### config.mk
export PLATFORM = sky130hd
export DESIGN_NAME = ntfs_runlist_decoder
export DESIGN_NICKNAME = d
export VERILOG_FILES = /design/src/hw/rtl/ntfs_rld_pkg.sv /design/src/hw/rtl/ntfs_rld_fifo.sv /design/src/hw/rtl/ntfs_rld_front.sv /design/src/hw/rtl/ntfs_rld_back.sv /design/src/hw/rtl/ntfs_runlist_decoder.sv
export SDC_FILE = /design/constraint.sdc
export NUM_CORES = 1
export LEC_CHECK = 0
export ABC_CLOCK_PERIOD_IN_PS = 16400
export BUFFER_PORTS_ARGS = -buffer_cell sky130_fd_sc_hd__buf_2
export CORE_UTILIZATION = 45
export CTS_BUF_LIST = sky130_fd_sc_hd__clkbuf_2 sky130_fd_sc_hd__clkbuf_4 sky130_fd_sc_hd__clkbuf_8
export CTS_CLUSTER_SIZE = 16
export DETAILED_ROUTE_END_ITERATION = 16
export GPL_TIMING_DRIVEN = 1
export PLACE_DENSITY = 0.7
export SLEW_MARGIN = 30
export SYNTH_ARGS = -nofsm -noshare
export SYNTH_HDL_FRONTEND = slang
export SYNTH_SLANG_ARGS = --single-unit
export TNS_END_PERCENT = 10
### constraint.sdc
create_clock -name i_clk -period 16.4 [get_ports i_clk]
set_clock_uncertainty 0.2 [all_clocks]
set_input_delay 3.28 -clock i_clk [delete_from_list [all_inputs] [get_ports i_clk]]
set_output_delay 3.28 -clock i_clk [all_outputs]
set_load 0.05 [all_outputs]
### src/hw/rtl/ntfs_rld_pkg.sv
// Shared types and constants for the run list decoder.
// No dependencies; imported by every module of the block.
`default_nettype none

package ntfs_rld_pkg;

    localparam int BYTE_W      = 8;
    localparam int WORD_W      = 64;
    localparam int SIZE_W      = 4;
    localparam int POS_W       = 3;
    localparam int QUEUE_DEPTH = 2;
    localparam int QPTR_W      = $clog2(QUEUE_DEPTH);
    localparam int QCNT_W      = $clog2(QUEUE_DEPTH + 1);

    localparam logic [SIZE_W-1:0] SIZE_MAX = SIZE_W'(8);

    typedef enum logic [1:0] {
        KIND_RUN   = 2'd0,
        KIND_END   = 2'd1,
        KIND_ERROR = 2'd2
    } t_kind;

    typedef struct packed {
        t_kind              kind;
        logic               fresh;
        logic [SIZE_W-1:0]  off_size;
        logic [WORD_W-1:0]  run_length;
        logic [WORD_W-1:0]  offset;
    } t_run_cmd;

endpackage

`default_nettype wire

### src/hw/rtl/ntfs_rld_fifo.sv
// Short command queue between the byte parser and the cluster adder.
// Depends on ntfs_rld_pkg for the command type and depth.
`default_nettype none

module ntfs_rld_fifo (
    input  wire                     i_clk,
    input  wire                     i_rst_n,
    input  wire                     i_push,
    input  ntfs_rld_pkg::t_run_cmd  i_wdata,
    output logic                    o_full,
    input  wire                     i_pop,
    output ntfs_rld_pkg::t_run_cmd  o_rdata,
    output logic                    o_empty
);
    import ntfs_rld_pkg::*;

    t_run_cmd            r_mem [QUEUE_DEPTH];
    logic [QPTR_W-1:0]   r_wptr, n_wptr;
    logic [QPTR_W-1:0]   r_rptr, n_rptr;
    logic [QCNT_W-1:0]   r_count, n_count;
    logic                do_push, do_pop;

    assign o_full  = (r_count == QCNT_W'(QUEUE_DEPTH));
    assign o_empty = (r_count == '0);
    assign o_rdata = r_mem[r_rptr];
    assign do_push = i_push && !o_full;
    assign do_pop  = i_pop && !o_empty;

    always_comb begin
        n_wptr  = do_push ? r_wptr + QPTR_W'(1) : r_wptr;
        n_rptr  = do_pop  ? r_rptr + QPTR_W'(1) : r_rptr;
        n_count = r_count + QCNT_W'(do_push) - QCNT_W'(do_pop);
    end

    always_ff @(posedge i_clk) begin
        if (!i_rst_n) begin
            r_wptr  <= '0;
            r_rptr  <= '0;
            r_count <= '0;
        end else begin
            r_wptr  <= n_wptr;
            r_rptr  <= n_rptr;
            r_count <= n_count;
        end
    end

    always_ff @(posedge i_clk) begin
        if (do_push) begin
            r_mem[r_wptr] <= i_wdata;
        end
    end

    a_count_bound: assert property (@(posedge i_clk) disable iff (!i_rst_n)
        r_count <= QCNT_W'(QUEUE_DEPTH))
        else $error("queue count above depth");

endmodule

`default_nettype wire

### src/hw/rtl/ntfs_rld_front.sv
// Byte parser: walks headers, length and offset bytes, emits run, end and error commands.
// Depends on ntfs_rld_pkg for the command type and size limits.
`default_nettype none

module ntfs_rld_front (
    input  wire                                   i_clk,
    input  wire                                   i_rst_n,
    input  wire                                   i_accept,
    input  wire  [ntfs_rld_pkg::BYTE_W-1:0]       i_data_byte,
    input  wire                                   i_list_start,
    output logic                                  o_enq,
    output ntfs_rld_pkg::t_run_cmd                o_cmd
);
    import ntfs_rld_pkg::*;

    typedef enum logic [3:0] {
        PH_IDLE   = 4'b0001,
        PH_HEADER = 4'b0010,
        PH_LENGTH = 4'b0100,
        PH_OFFSET = 4'b1000
    } t_phase;

    function automatic logic [WORD_W-1:0] put_byte(input logic [WORD_W-1:0] acc,
                                                   input logic [POS_W-1:0]  pos,
                                                   input logic [BYTE_W-1:0] b);
        logic [WORD_W-1:0] res;
        res = acc;
        for (int k = 0; k < WORD_W / BYTE_W; k++) begin
            if (pos == POS_W'(k)) begin
                res[k*BYTE_W +: BYTE_W] = b;
            end
        end
        return res;
    endfunction

    t_phase              r_phase, n_phase, eff_phase;
    logic [SIZE_W-1:0]   r_len_left, n_len_left;
    logic [SIZE_W-1:0]   r_off_size, n_off_size;
    logic [SIZE_W-1:0]   r_off_left, n_off_left;
    logic [POS_W-1:0]    r_pos, n_pos;
    logic [WORD_W-1:0]   r_len_acc, n_len_acc;
    logic [WORD_W-1:0]   r_off_acc, n_off_acc;
    logic                r_fresh, n_fresh, fresh_in;
    logic [SIZE_W-1:0]   lsz, osz;
    logic [WORD_W-1:0]   len_ins, off_ins;

    assign lsz       = i_data_byte[SIZE_W-1:0];
    assign osz       = i_data_byte[BYTE_W-1:SIZE_W];
    assign eff_phase = i_list_start ? PH_HEADER : r_phase;
    assign fresh_in  = r_fresh || i_list_start;
    assign len_ins   = put_byte(r_len_acc, r_pos, i_data_byte);
    assign off_ins   = put_byte(r_off_acc, r_pos, i_data_byte);

    always_comb begin
        n_phase    = r_phase;
        n_len_left = r_len_left;
        n_off_size = r_off_size;
        n_off_left = r_off_left;
        n_pos      = r_pos;
        n_len_acc  = r_len_acc;
        n_off_acc  = r_off_acc;
        n_fresh    = r_fresh;
        o_enq      = 1'b0;
        o_cmd      = '0;
        o_cmd.fresh = fresh_in;
        if (i_accept) begin
            case (eff_phase)
                PH_HEADER: begin
                    if (i_data_byte == '0) begin
                        o_enq      = 1'b1;
                        o_cmd.kind = KIND_END;
                        n_phase    = PH_IDLE;
                    end else if (lsz > SIZE_MAX || osz > SIZE_MAX) begin
                        o_enq      = 1'b1;
                        o_cmd.kind = KIND_ERROR;
                        n_phase    = PH_IDLE;
                    end else begin
                        n_len_left = lsz;
                        n_off_size = osz;
                        n_off_left = osz;
                        n_pos      = '0;
                        n_len_acc  = '0;
                        n_off_acc  = '0;
                        n_phase    = (lsz != '0) ? PH_LENGTH : PH_OFFSET;
                    end
                end
                PH_LENGTH: begin
                    n_len_acc  = len_ins;
                    n_pos      = r_pos + POS_W'(1);
                    n_len_left = r_len_left - SIZE_W'(1);
                    if (n_len_left == '0) begin
                        n_pos = '0;
                        if (r_off_left == '0) begin
                            o_enq            = 1'b1;
                            o_cmd.kind       = KIND_RUN;
                            o_cmd.run_length = len_ins;
                            o_cmd.offset     = r_off_acc;
                            o_cmd.off_size   = r_off_size;
                            n_phase          = PH_HEADER;
                        end else begin
                            n_phase = PH_OFFSET;
                        end
                    end
                end
                PH_OFFSET: begin
                    n_off_acc  = off_ins;
                    n_pos      = r_pos + POS_W'(1);
                    n_off_left = r_off_left - SIZE_W'(1);
                    if (n_off_left == '0) begin
                        n_pos            = '0;
                        o_enq            = 1'b1;
                        o_cmd.kind       = KIND_RUN;
                        o_cmd.run_length = r_len_acc;
                        o_cmd.offset     = off_ins;
                        o_cmd.off_size   = r_off_size;
                        n_phase          = PH_HEADER;
                    end
                end
                default: begin
                end
            endcase
            n_fresh = o_enq ? 1'b0 : fresh_in;
        end
    end

    always_ff @(posedge i_clk) begin
        if (!i_rst_n) begin
            r_phase    <= PH_IDLE;
            r_len_left <= '0;
            r_off_size <= '0;
            r_off_left <= '0;
            r_pos      <= '0;
            r_fresh    <= 1'b0;
        end else begin
            r_phase    <= n_phase;
            r_len_left <= n_len_left;
            r_off_size <= n_off_size;
            r_off_left <= n_off_left;
            r_pos      <= n_pos;
            r_fresh    <= n_fresh;
        end
    end

    always_ff @(posedge i_clk) begin
        r_len_acc <= n_len_acc;
        r_off_acc <= n_off_acc;
    end

    a_len_pending: assert property (@(posedge i_clk) disable iff (!i_rst_n)
        r_phase == PH_LENGTH |-> r_len_left != '0)
        else $error("length phase with no bytes left");

    a_off_pending: assert property (@(posedge i_clk) disable iff (!i_rst_n)
        r_phase == PH_OFFSET |-> r_off_left != '0 && r_off_left == r_off_size - r_pos)
        else $error("offset phase out of step");

    a_size_bound: assert property (@(posedge i_clk) disable iff (!i_rst_n)
        o_enq && o_cmd.kind == KIND_RUN |-> o_cmd.off_size <= SIZE_MAX)
        else $error("run command with oversize offset");

endmodule

`default_nettype wire

### src/hw/rtl/ntfs_rld_back.sv
// Cluster adder: sign-extends each offset, adds it to the running cluster.
// Depends on ntfs_rld_pkg for the command type; holds the result register.
`default_nettype none

module ntfs_rld_back (
    input  wire                                   i_clk,
    input  wire                                   i_rst_n,
    input  wire                                   i_q_empty,
    input  ntfs_rld_pkg::t_run_cmd                i_cmd,
    output logic                                  o_take,
    input  wire                                   i_pop,
    output logic                                  o_empty,
    output ntfs_rld_pkg::t_kind                   o_kind,
    output logic        [ntfs_rld_pkg::WORD_W-1:0] o_run_length,
    output logic signed [ntfs_rld_pkg::WORD_W-1:0] o_start_cluster
);
    import ntfs_rld_pkg::*;

    logic                r_out_valid;
    t_kind               r_kind;
    logic [WORD_W-1:0]   r_len;
    logic [WORD_W-1:0]   r_start;
    logic [WORD_W-1:0]   r_prev, n_prev;
    logic [WORD_W-1:0]   base, ext, mask, sum;

    assign o_take = !i_q_empty && (!r_out_valid || i_pop);

    always_comb begin
        ext  = '0;
        mask = '0;
        for (int k = 1; k <= WORD_W / BYTE_W; k++) begin
            if (i_cmd.off_size == SIZE_W'(k)) begin
                mask = (WORD_W'(1) << (k * BYTE_W)) - WORD_W'(1);
                if (k == WORD_W / BYTE_W) begin
                    ext = i_cmd.offset;
                end else if (i_cmd.offset[k*BYTE_W-1]) begin
                    ext = i_cmd.offset | ~mask;
                end else begin
                    ext = i_cmd.offset & mask;
                end
            end
        end
        base = i_cmd.fresh ? '0 : r_prev;
        sum  = base + ext;
        n_prev = (i_cmd.kind == KIND_RUN) ? sum : base;
    end

    always_ff @(posedge i_clk) begin
        if (!i_rst_n) begin
            r_out_valid <= 1'b0;
            r_prev      <= '0;
        end else begin
            if (o_take) begin
                r_out_valid <= 1'b1;
                r_prev      <= n_prev;
            end else if (i_pop) begin
                r_out_valid <= 1'b0;
            end
        end
    end

    always_ff @(posedge i_clk) begin
        if (o_take) begin
            r_kind <= i_cmd.kind;
            if (i_cmd.kind == KIND_RUN) begin
                r_len   <= i_cmd.run_length;
                r_start <= sum;
            end else begin
                r_len   <= '0;
                r_start <= '0;
            end
        end
    end

    assign o_empty         = !r_out_valid;
    assign o_kind          = r_kind;
    assign o_run_length    = r_len;
    assign o_start_cluster = r_start;

    a_end_zero: assert property (@(posedge i_clk) disable iff (!i_rst_n)
        r_out_valid && r_kind != KIND_RUN |-> r_len == '0 && r_start == '0)
        else $error("end or error record with nonzero payload");

    a_run_tracks: assert property (@(posedge i_clk) disable iff (!i_rst_n)
        $past(i_rst_n) && $past(o_take) && $past(i_cmd.kind) == KIND_RUN
        |-> r_start == r_prev)
        else $error("running cluster out of step with result");

endmodule

`default_nettype wire

### src/hw/rtl/ntfs_runlist_decoder.sv
// Top level of the run list decoder: byte parser, command queue, cluster adder.
// Depends on ntfs_rld_pkg, ntfs_rld_front, ntfs_rld_fifo and ntfs_rld_back.
//
//   side     handshake        payload
//   input    push / full      i_data_byte, i_list_start
//   result   empty / pop      o_record_kind, o_run_length, o_start_cluster
//
// One byte is taken per cycle while full is low; a result passes through the
// command queue and then the result register before it reaches the ports.
// The parser handles one byte per cycle; full holds it off while results are not popped.
// full rises when the two-entry command queue holds two commands.
// Reset is synchronous on i_rst_n and needs no clearing pass.
`default_nettype none

module ntfs_runlist_decoder (
    input  wire                                    i_clk,
    input  wire                                    i_rst_n,
    input  wire                                    push,
    output logic                                   full,
    input  wire  [ntfs_rld_pkg::BYTE_W-1:0]        i_data_byte,
    input  wire                                    i_list_start,
    output logic                                   empty,
    input  wire                                    pop,
    output logic        [1:0]                      o_record_kind,
    output logic        [ntfs_rld_pkg::WORD_W-1:0] o_run_length,
    output logic signed [ntfs_rld_pkg::WORD_W-1:0] o_start_cluster
);
    import ntfs_rld_pkg::*;

    logic      accept;
    logic      enq;
    t_run_cmd  front_cmd;
    t_run_cmd  q_cmd;
    logic      q_empty;
    logic      take;
    t_kind     kind;

    assign accept        = push && !full;
    assign o_record_kind = kind;

    ntfs_rld_front u_front (
        .i_clk        (i_clk),
        .i_rst_n      (i_rst_n),
        .i_accept     (accept),
        .i_data_byte  (i_data_byte),
        .i_list_start (i_list_start),
        .o_enq        (enq),
        .o_cmd        (front_cmd)
    );

    ntfs_rld_fifo u_fifo (
        .i_clk   (i_clk),
        .i_rst_n (i_rst_n),
        .i_push  (enq),
        .i_wdata (front_cmd),
        .o_full  (full),
        .i_pop   (take),
        .o_rdata (q_cmd),
        .o_empty (q_empty)
    );

    ntfs_rld_back u_back (
        .i_clk           (i_clk),
        .i_rst_n         (i_rst_n),
        .i_q_empty       (q_empty),
        .i_cmd           (q_cmd),
        .o_take          (take),
        .i_pop           (pop),
        .o_empty         (empty),
        .o_kind          (kind),
        .o_run_length    (o_run_length),
        .o_start_cluster (o_start_cluster)
    );

endmodule

`default_nettype wire

==> results.json, run 1 <==
{
  "status": "completed",
  "synth_cell_type_count": 79,
  "fillCellCount": 5670,
  "grt_overflow": 0,
  "rsz0062_at_grt": "false",
  "drive_gt1_share_pct": 14.1,
  "timing_worst_setup_path_type": "in2reg",
  "max_freq_mhz": 135,
  "worst_pin_slew_ps": 979,
  "start_util_pct": 45.7,
  "die_x_um": 259,
  "maxSlewHeadroom_pct": 34.7,
  "netlist_instances": 2637,
  "syn-cell-area_um2": 29700,
  "grt_max_degree": 86,
  "grt_pass1_wl_mm": 116,
  "layout_min_cycle_time_ps": 7380,
  "htreeDepth": 3,
  "finalInstanceArea_um2": 33400,
  "holdCritStartpoint": "u_back.r_prev[48]",
  "endpoint_kind": "register",
  "rr_worst_depth": 19,
  "critPathTopFamily": "buffers and inverters",
  "p_per_area_nw_per_um2": 152,
  "worstPathMaxFanout": 79,
  "hold_end": "u_back.r_prev[48]",
  "synth_most_common_cell": "edfxtp_1",
  "num_vias": 21041,
  "first_global_vias": 20745,
  "routed_wl_mm": 75.6,
  "setup_violations": 0,
  "dpl-instance-area_um2": 31000,
  "cts_tree": "done",
  "ff2ff_setup_slack_ps": 9900,
  "synth_top_area_share_pct": 53.5,
  "synth_top_cells_by_count": "528 x edfxtp_1, 379 x nor2_1, 263 x a21oi_1",
  "ys.flop_type": "edfxtp_1",
  "dr.first_iter.drc_count": 1916,
  "detailed_place_hpwl_mm": 50.7,
  "io_buffers": 144,
  "gp_congestion": 0.946,
  "drt_first_pass_iters": 6,
  "path_common_cell": "buf_4",
  "r2r-end": "u_back.o_start_cluster[56]",
  "async_reset_ff_share_pct": 0,
  "hold_path.class": "reg2reg",
  "post_cts_resized": 0,
  "core_area_um2": 64800,
  "critical_path_buf_inv_count": 6,
  "syn-num-nets": 2727,
  "hold_viol": 0,
  "cp-start-kind": "input port",
  "cts_setup_buffers": 0,
  "die_height_um": 259,
  "yosys.area.top_type": "edfxtp_1",
  "via_per_inst": 5.71,
  "synth-edff-count": 528,
  "worstPathRequired_ps": 16580,
  "min_delay_path_depth": 2,
  "clock-sinks": 618,
  "worstPathCellList": "buf_2, nor2_1, nand3_2, buf_4, or3_1, a21oi_1, inv_1, a21oi_1, nor2b_4, buf_4, buf_4, buf_16",
  "crit_path_max_incr_delay_ps": 680,
  "finalCritPeriodShare_pct": 45.0,
  "holdBufCountCts": 0,
  "yosysWarnings": 0,
  "gr-usage-all-layers_pct": 22.2,
  "multi_input_area_um2": 11200,
  "dieArea_um2": 66900,
  "diodes": 0,
  "ys_ff_latch": 618,
  "rows": 93,
  "clk_pin_slew_ps": 60,
  "clk_root_buffer_cell": "clkbuf_8",
  "seq_area_um2": 17700,
  "drv_cap": 0,
  "slew_violations": 0,
  "arrival_ps": 7570,
  "cp_slowest_cell": "or3_1",
  "ctsLongestPathBuffers": 3,
  "avgSynthCellArea_um2": 11.2,
  "ys_seq_area_share_pct": 59.5,
  "cts_made_buffers": 102,
  "area_growth_pct": 12.5,
  "nNetsFinal": 2831,
  "synth.area.top_cells": "edfxtp_1 53%, dfxtp_1 6.1%, nor2_1 4.8%",
  "ant_nets": 0,
  "antenna_found_initial": 0,
  "total_leakage_power_nw": 12.0,
  "vdd_drop_max_mv": 0.0953,
  "wl_per_cell_um": 20.5,
  "drc": 0,
  "ioPinCount": 145,
  "fin_tns_setup_ps": 0,
  "clkLatencyLatePin_ps": 730
}
cell families (layout without fill, tap and decap cells):
group,Yosys count,in the layout,share of synthesized area [%]
fa+ha+maj,77,77,3.27
compound gates,656,656,13.9
mux,142,142,4.86
flops,618,618,59.5
simple gates,869,869,13.4
xor+xnor,68,68,2.01
buf+inv,207,401,3.01
worst max-delay path by stage:
stage / start / to / depth (start not counted)
2_1_floorplan: i_data_byte[1] / u_fifo.r_mem[0][0] / 7
3_3_place_gp: i_list_start / u_fifo.r_mem[0][123] / 12
3_5_place_dp: i_list_start / u_fifo.r_mem[0][123] / 13
4_1_cts: i_list_start / u_fifo.r_mem[0][45] / 13
5_1_grt: i_list_start / u_fifo.r_mem[0][122] / 13
6_report: i_list_start / u_fifo.r_mem[0][122] / 12
report_power, final:
part	internal, mW	switching (mW)
clock network	0.894	0.659
registers	1.96	0.0738
logic	0.347	1.14
registers in the layout, indices dropped and copies added (netlist names), 2 cells and up, named ones only:
register and count:
u_back.o_kind 2, u_back.o_run_length 64, u_back.o_start_cluster 64, u_back.r_prev 64
u_fifo.r_count 2, u_fifo.r_mem 270, u_front.r_len_acc 64, u_front.r_len_left 4
u_front.r_off_acc 64, u_front.r_off_left 4, u_front.r_off_size 4, u_front.r_phase 4
u_front.r_pos 3
layout by cell type, fill, tap and decap left out, types with 18 or more instances in the layout:
| cell | instances |
|---|---|
| edfxtp_1 | 528 |
| nor2_1 | 377 |
| a21oi_1 | 261 |
| nand2_1 | 196 |
| a22oi_1 | 144 |
| buf_2 | 144 |
| mux2i_1 | 135 |
| clkbuf_8 | 112 |
| o21ai_0 | 95 |
| dfxtp_1 | 89 |
| and2_1 | 80 |
| ha_1 | 74 |
| nor2b_1 | 44 |
| nand2b_1 | 43 |
| xnor2_1 | 42 |
| inv_1 | 38 |
| a21o_1 | 33 |
| nand4_1 | 27 |
| clkbuf_4 | 27 |
| and3_1 | 26 |
| xor2_1 | 26 |
| nor3_1 | 20 |
| clkinv_2 | 20 |
| buf_4 | 19 |
| o21ai_1 | 18 |
area by class of cell:
cell class	instances	area share (%)
inverter	39	0.439
multi-input combinational	1812	33.5
tap	855	3.21
clock buffer	139	5.23
sequential	618	52.9
timing repair buffer	168	2.80
clock inverter	55	1.87
tightest hold or removal path, stage by stage (launching register included):
cell	delay, ps
dfxtp_1	310
nand2_1	50
o21ai_1	50
routing by layer:
layer	vias to the layer above	wire length (um)	GRT usage [%]
met3	129	4470	3.61
met5	-	0	0
met4	0	1860	7.46
li1	9893	-	-
met1	10307	32200	29.1
met2	712	37100	37.3
through the flow:
step / setup WS, ps / power [mW] / instances / hold WS (ps) / util, %
3_3_place_gp: 8260 / 3.55 / 3491 / 229 / 47.8
4_1_cts: 9040 / 5.12 / 3686 / 250 / 51.5
3_5_place_dp: 8300 / 3.57 / 3492 / 239 / 47.8
5_1_grt: 8700 / 5.29 / 3686 / 275 / 51.5
6_report: 9020 / 5.08 / 3686 / 247 / 51.5
2_1_floorplan: 4690 / 3.22 / 2637 / 217 / -
(Power assumes the default switching activity.)
==> inputs of run 2 (changes only) <==
--- a/config.mk
+++ b/config.mk
@@ -5,7 +5,7 @@
 export SDC_FILE = /design/constraint.sdc
 export NUM_CORES = 1
 export LEC_CHECK = 0
-export ABC_CLOCK_PERIOD_IN_PS = 16400
+export ABC_CLOCK_PERIOD_IN_PS = 7700
 export BUFFER_PORTS_ARGS = -buffer_cell sky130_fd_sc_hd__buf_2
 export CORE_UTILIZATION = 45
 export CTS_BUF_LIST = sky130_fd_sc_hd__clkbuf_2 sky130_fd_sc_hd__clkbuf_4 sky130_fd_sc_hd__clkbuf_8
==> constraint.sdc (replaced) <==
create_clock -name i_clk -period 7.7 [get_ports i_clk]
set_clock_uncertainty 0.2 [all_clocks]
set_input_delay 1.54 -clock i_clk [delete_from_list [all_inputs] [get_ports i_clk]]
set_output_delay 1.54 -clock i_clk [all_outputs]
set_load 0.05 [all_outputs]
==> results.json, run 2 (synthesis gave the netlist of run 1 again) <==
{
  "status": "completed",
  "worstPathRequired_ps": 7960,
  "nNetsFinal": 2838,
  "setup_violations": 0,
  "dieArea_um2": 66900,
  "place_inst": 3499,
  "p_per_area_nw_per_um2": 318,
  "drv_cap": 0,
  "ioPinCount": 145,
  "max_freq_mhz": 160,
  "worst_slack_ps": 1470,
  "num_vias": 21199,
  "largest_register_ffs": 270,
  "p_sw_share_pct": 37.9,
  "gp_congestion": 0.923,
  "wl_per_cell_um": 20.7,
  "start_util_pct": 45.7,
  "first_global_vias": 21029,
  "cts_setup_buffers": 0,
  "finalInstanceArea_um2": 33200,
  "final_common_cell": "edfxtp_1",
  "cp-start-kind": "register",
  "clk_pin_slew_ps": 60,
  "power_frac_seq_pct": 41.4,
  "via_per_inst": 5.74,
  "p_int_mw": 6.55,
  "dr.first_iter.drc_count": 2148,
  "endpoint_kind": "register",
  "total_leakage_power_nw": 11.9,
  "slew_violations": 0,
  "vdd_drop_max_mv": 0.199,
  "detailed_place_hpwl_mm": 51.1,
  "clock-sinks": 618,
  "antenna_found_initial": 1,
  "clkLatencyLatePin_ps": 750,
  "r2r-end": "u_back.o_start_cluster[56]",
  "stdcell_count": 3692,
  "fin_tns_setup_ps": 0,
  "final_cell_mix": "528 x edfxtp_1, 378 x nor2_1, 261 x a21oi_1",
  "ctsLongestPathBuffers": 3,
  "io_buffers": 144,
  "finalCritPeriodShare_pct": 80.9,
  "p_clk_share_pct": 28.3,
  "hold_end": "u_back.r_prev[47]",
  "holdCritStartpoint": "u_back.r_prev[47]",
  "switchingPower_mw": 3.99,
  "ant_nets": 0,
  "worstPathMaxFanout": 57,
  "hold_viol": 0,
  "layout_min_cycle_time_ps": 6230,
  "maxSlewHeadroom_pct": 37.7,
  "clk_root_buffer_cell": "clkbuf_8",
  "drive_gt1_share_pct": 13.6,
  "post_cts_resized": 0,
  "grt_max_degree": 80,
  "core_area_um2": 64800,
  "worst_pin_slew_ps": 935,
  "timing_worst_setup_path_type": "reg2reg",
  "cts_made_buffers": 102,
  "largest_register": "u_fifo.r_mem",
  "die_x_um": 259,
  "rows": 93,
  "rr_worst_depth": 18,
  "pre_cts_ws_ps": 1600,
  "grt_pass1_wl_mm": 119,
  "drt_first_pass_iters": 6,
  "arrival_ps": 6500,
  "ff2ff_setup_slack_ps": 1470,
  "min_delay_path_depth": 2,
  "rsz0062_at_grt": "false",
  "gr-usage-all-layers_pct": 22.6,
  "cts_tree": "done",
  "drc": 0,
  "routed_wl_mm": 76.3,
  "area_growth_pct": 12.0,
  "die_height_um": 259,
  "grt_overflow": 0,
  "combPwrFrac_pct": 30.3,
  "htreeDepth": 3,
  "holdBufCountCts": 0,
  "dpl-instance-area_um2": 31100,
  "hold_path.class": "reg2reg"
}
==> run 2: worst max-delay path, stage by stage, from the launching register on <==
cell and delay [ps]:
dfxtp_4 970, mux2i_1 290, nand2_1 290, nor2_1 80
buf_4 200, or2_2 390, a21oi_1 500, o21ai_0 220
ha_1 390, a21o_1 210, a21o_1 180, a21oi_1 230
o311ai_2 220, a211oi_2 430, nor3_1 130, o21ai_1 340
a21oi_1 170, nor2_1 180, mux2_2 350
==> run 2: metal layers <==
metal | part of all wire, % | track usage, % | up-vias
li1 | - | - | 9898
met1 | 42 | 30.0 | 10368
met2 | 49 | 37.6 | 779
met3 | 6.5 | 3.65 | 152
met4 | 2.7 | 7.97 | 2
met5 | 0.017 | 0 | -
==> run 2: power by group through the flow <==
stage          clock network, mW  logic, mW  registers (mW)
2_1_floorplan                  0       1.29            5.57
3_3_place_gp                   0       3.15            4.43
3_5_place_dp                   0       3.21            4.44
4_1_cts                     3.06       3.22            4.38
5_1_grt                     3.20       3.39            4.42
6_report                    2.99       3.19            4.37
==> run 2: layout make-up <==
cell class	count	area [um^2]
fillers	5658	31600
flip-flops and latches	618	17700
multi-input cells	1812	11200
clock buffers	139	1710
well taps	855	1070
repair buffers	175	1010
clock inverters	53	407
inverters	39	146
diodes	1	2.50
==> run 2: per-stage QoR <==
step	power [mW]	hold slack, ps	util, %
floorplan	6.85	217	-
global placement	7.58	228	47.8
detailed placement	7.64	236	47.9
CTS	10.6	248	51.2
global route	11.0	265	51.2
finish	10.5	246	51.2
==> run 2: how the worst max path moves through the flow <==
stage	startpoint	to	slack (ps)	cells past startpoint
final	register	u_back.o_start_cluster[56]	1470	18
after CTS	register	u_back.o_start_cluster[56]	1530	18
after floorplan	i_data_byte[1]	u_fifo.r_mem[0][0]	330	7
after detailed placement	register	u_back.o_start_cluster[56]	1600	18
after global routing	register	u_back.o_start_cluster[48]	1080	18
after global placement	register	u_back.o_start_cluster[58]	1680	18
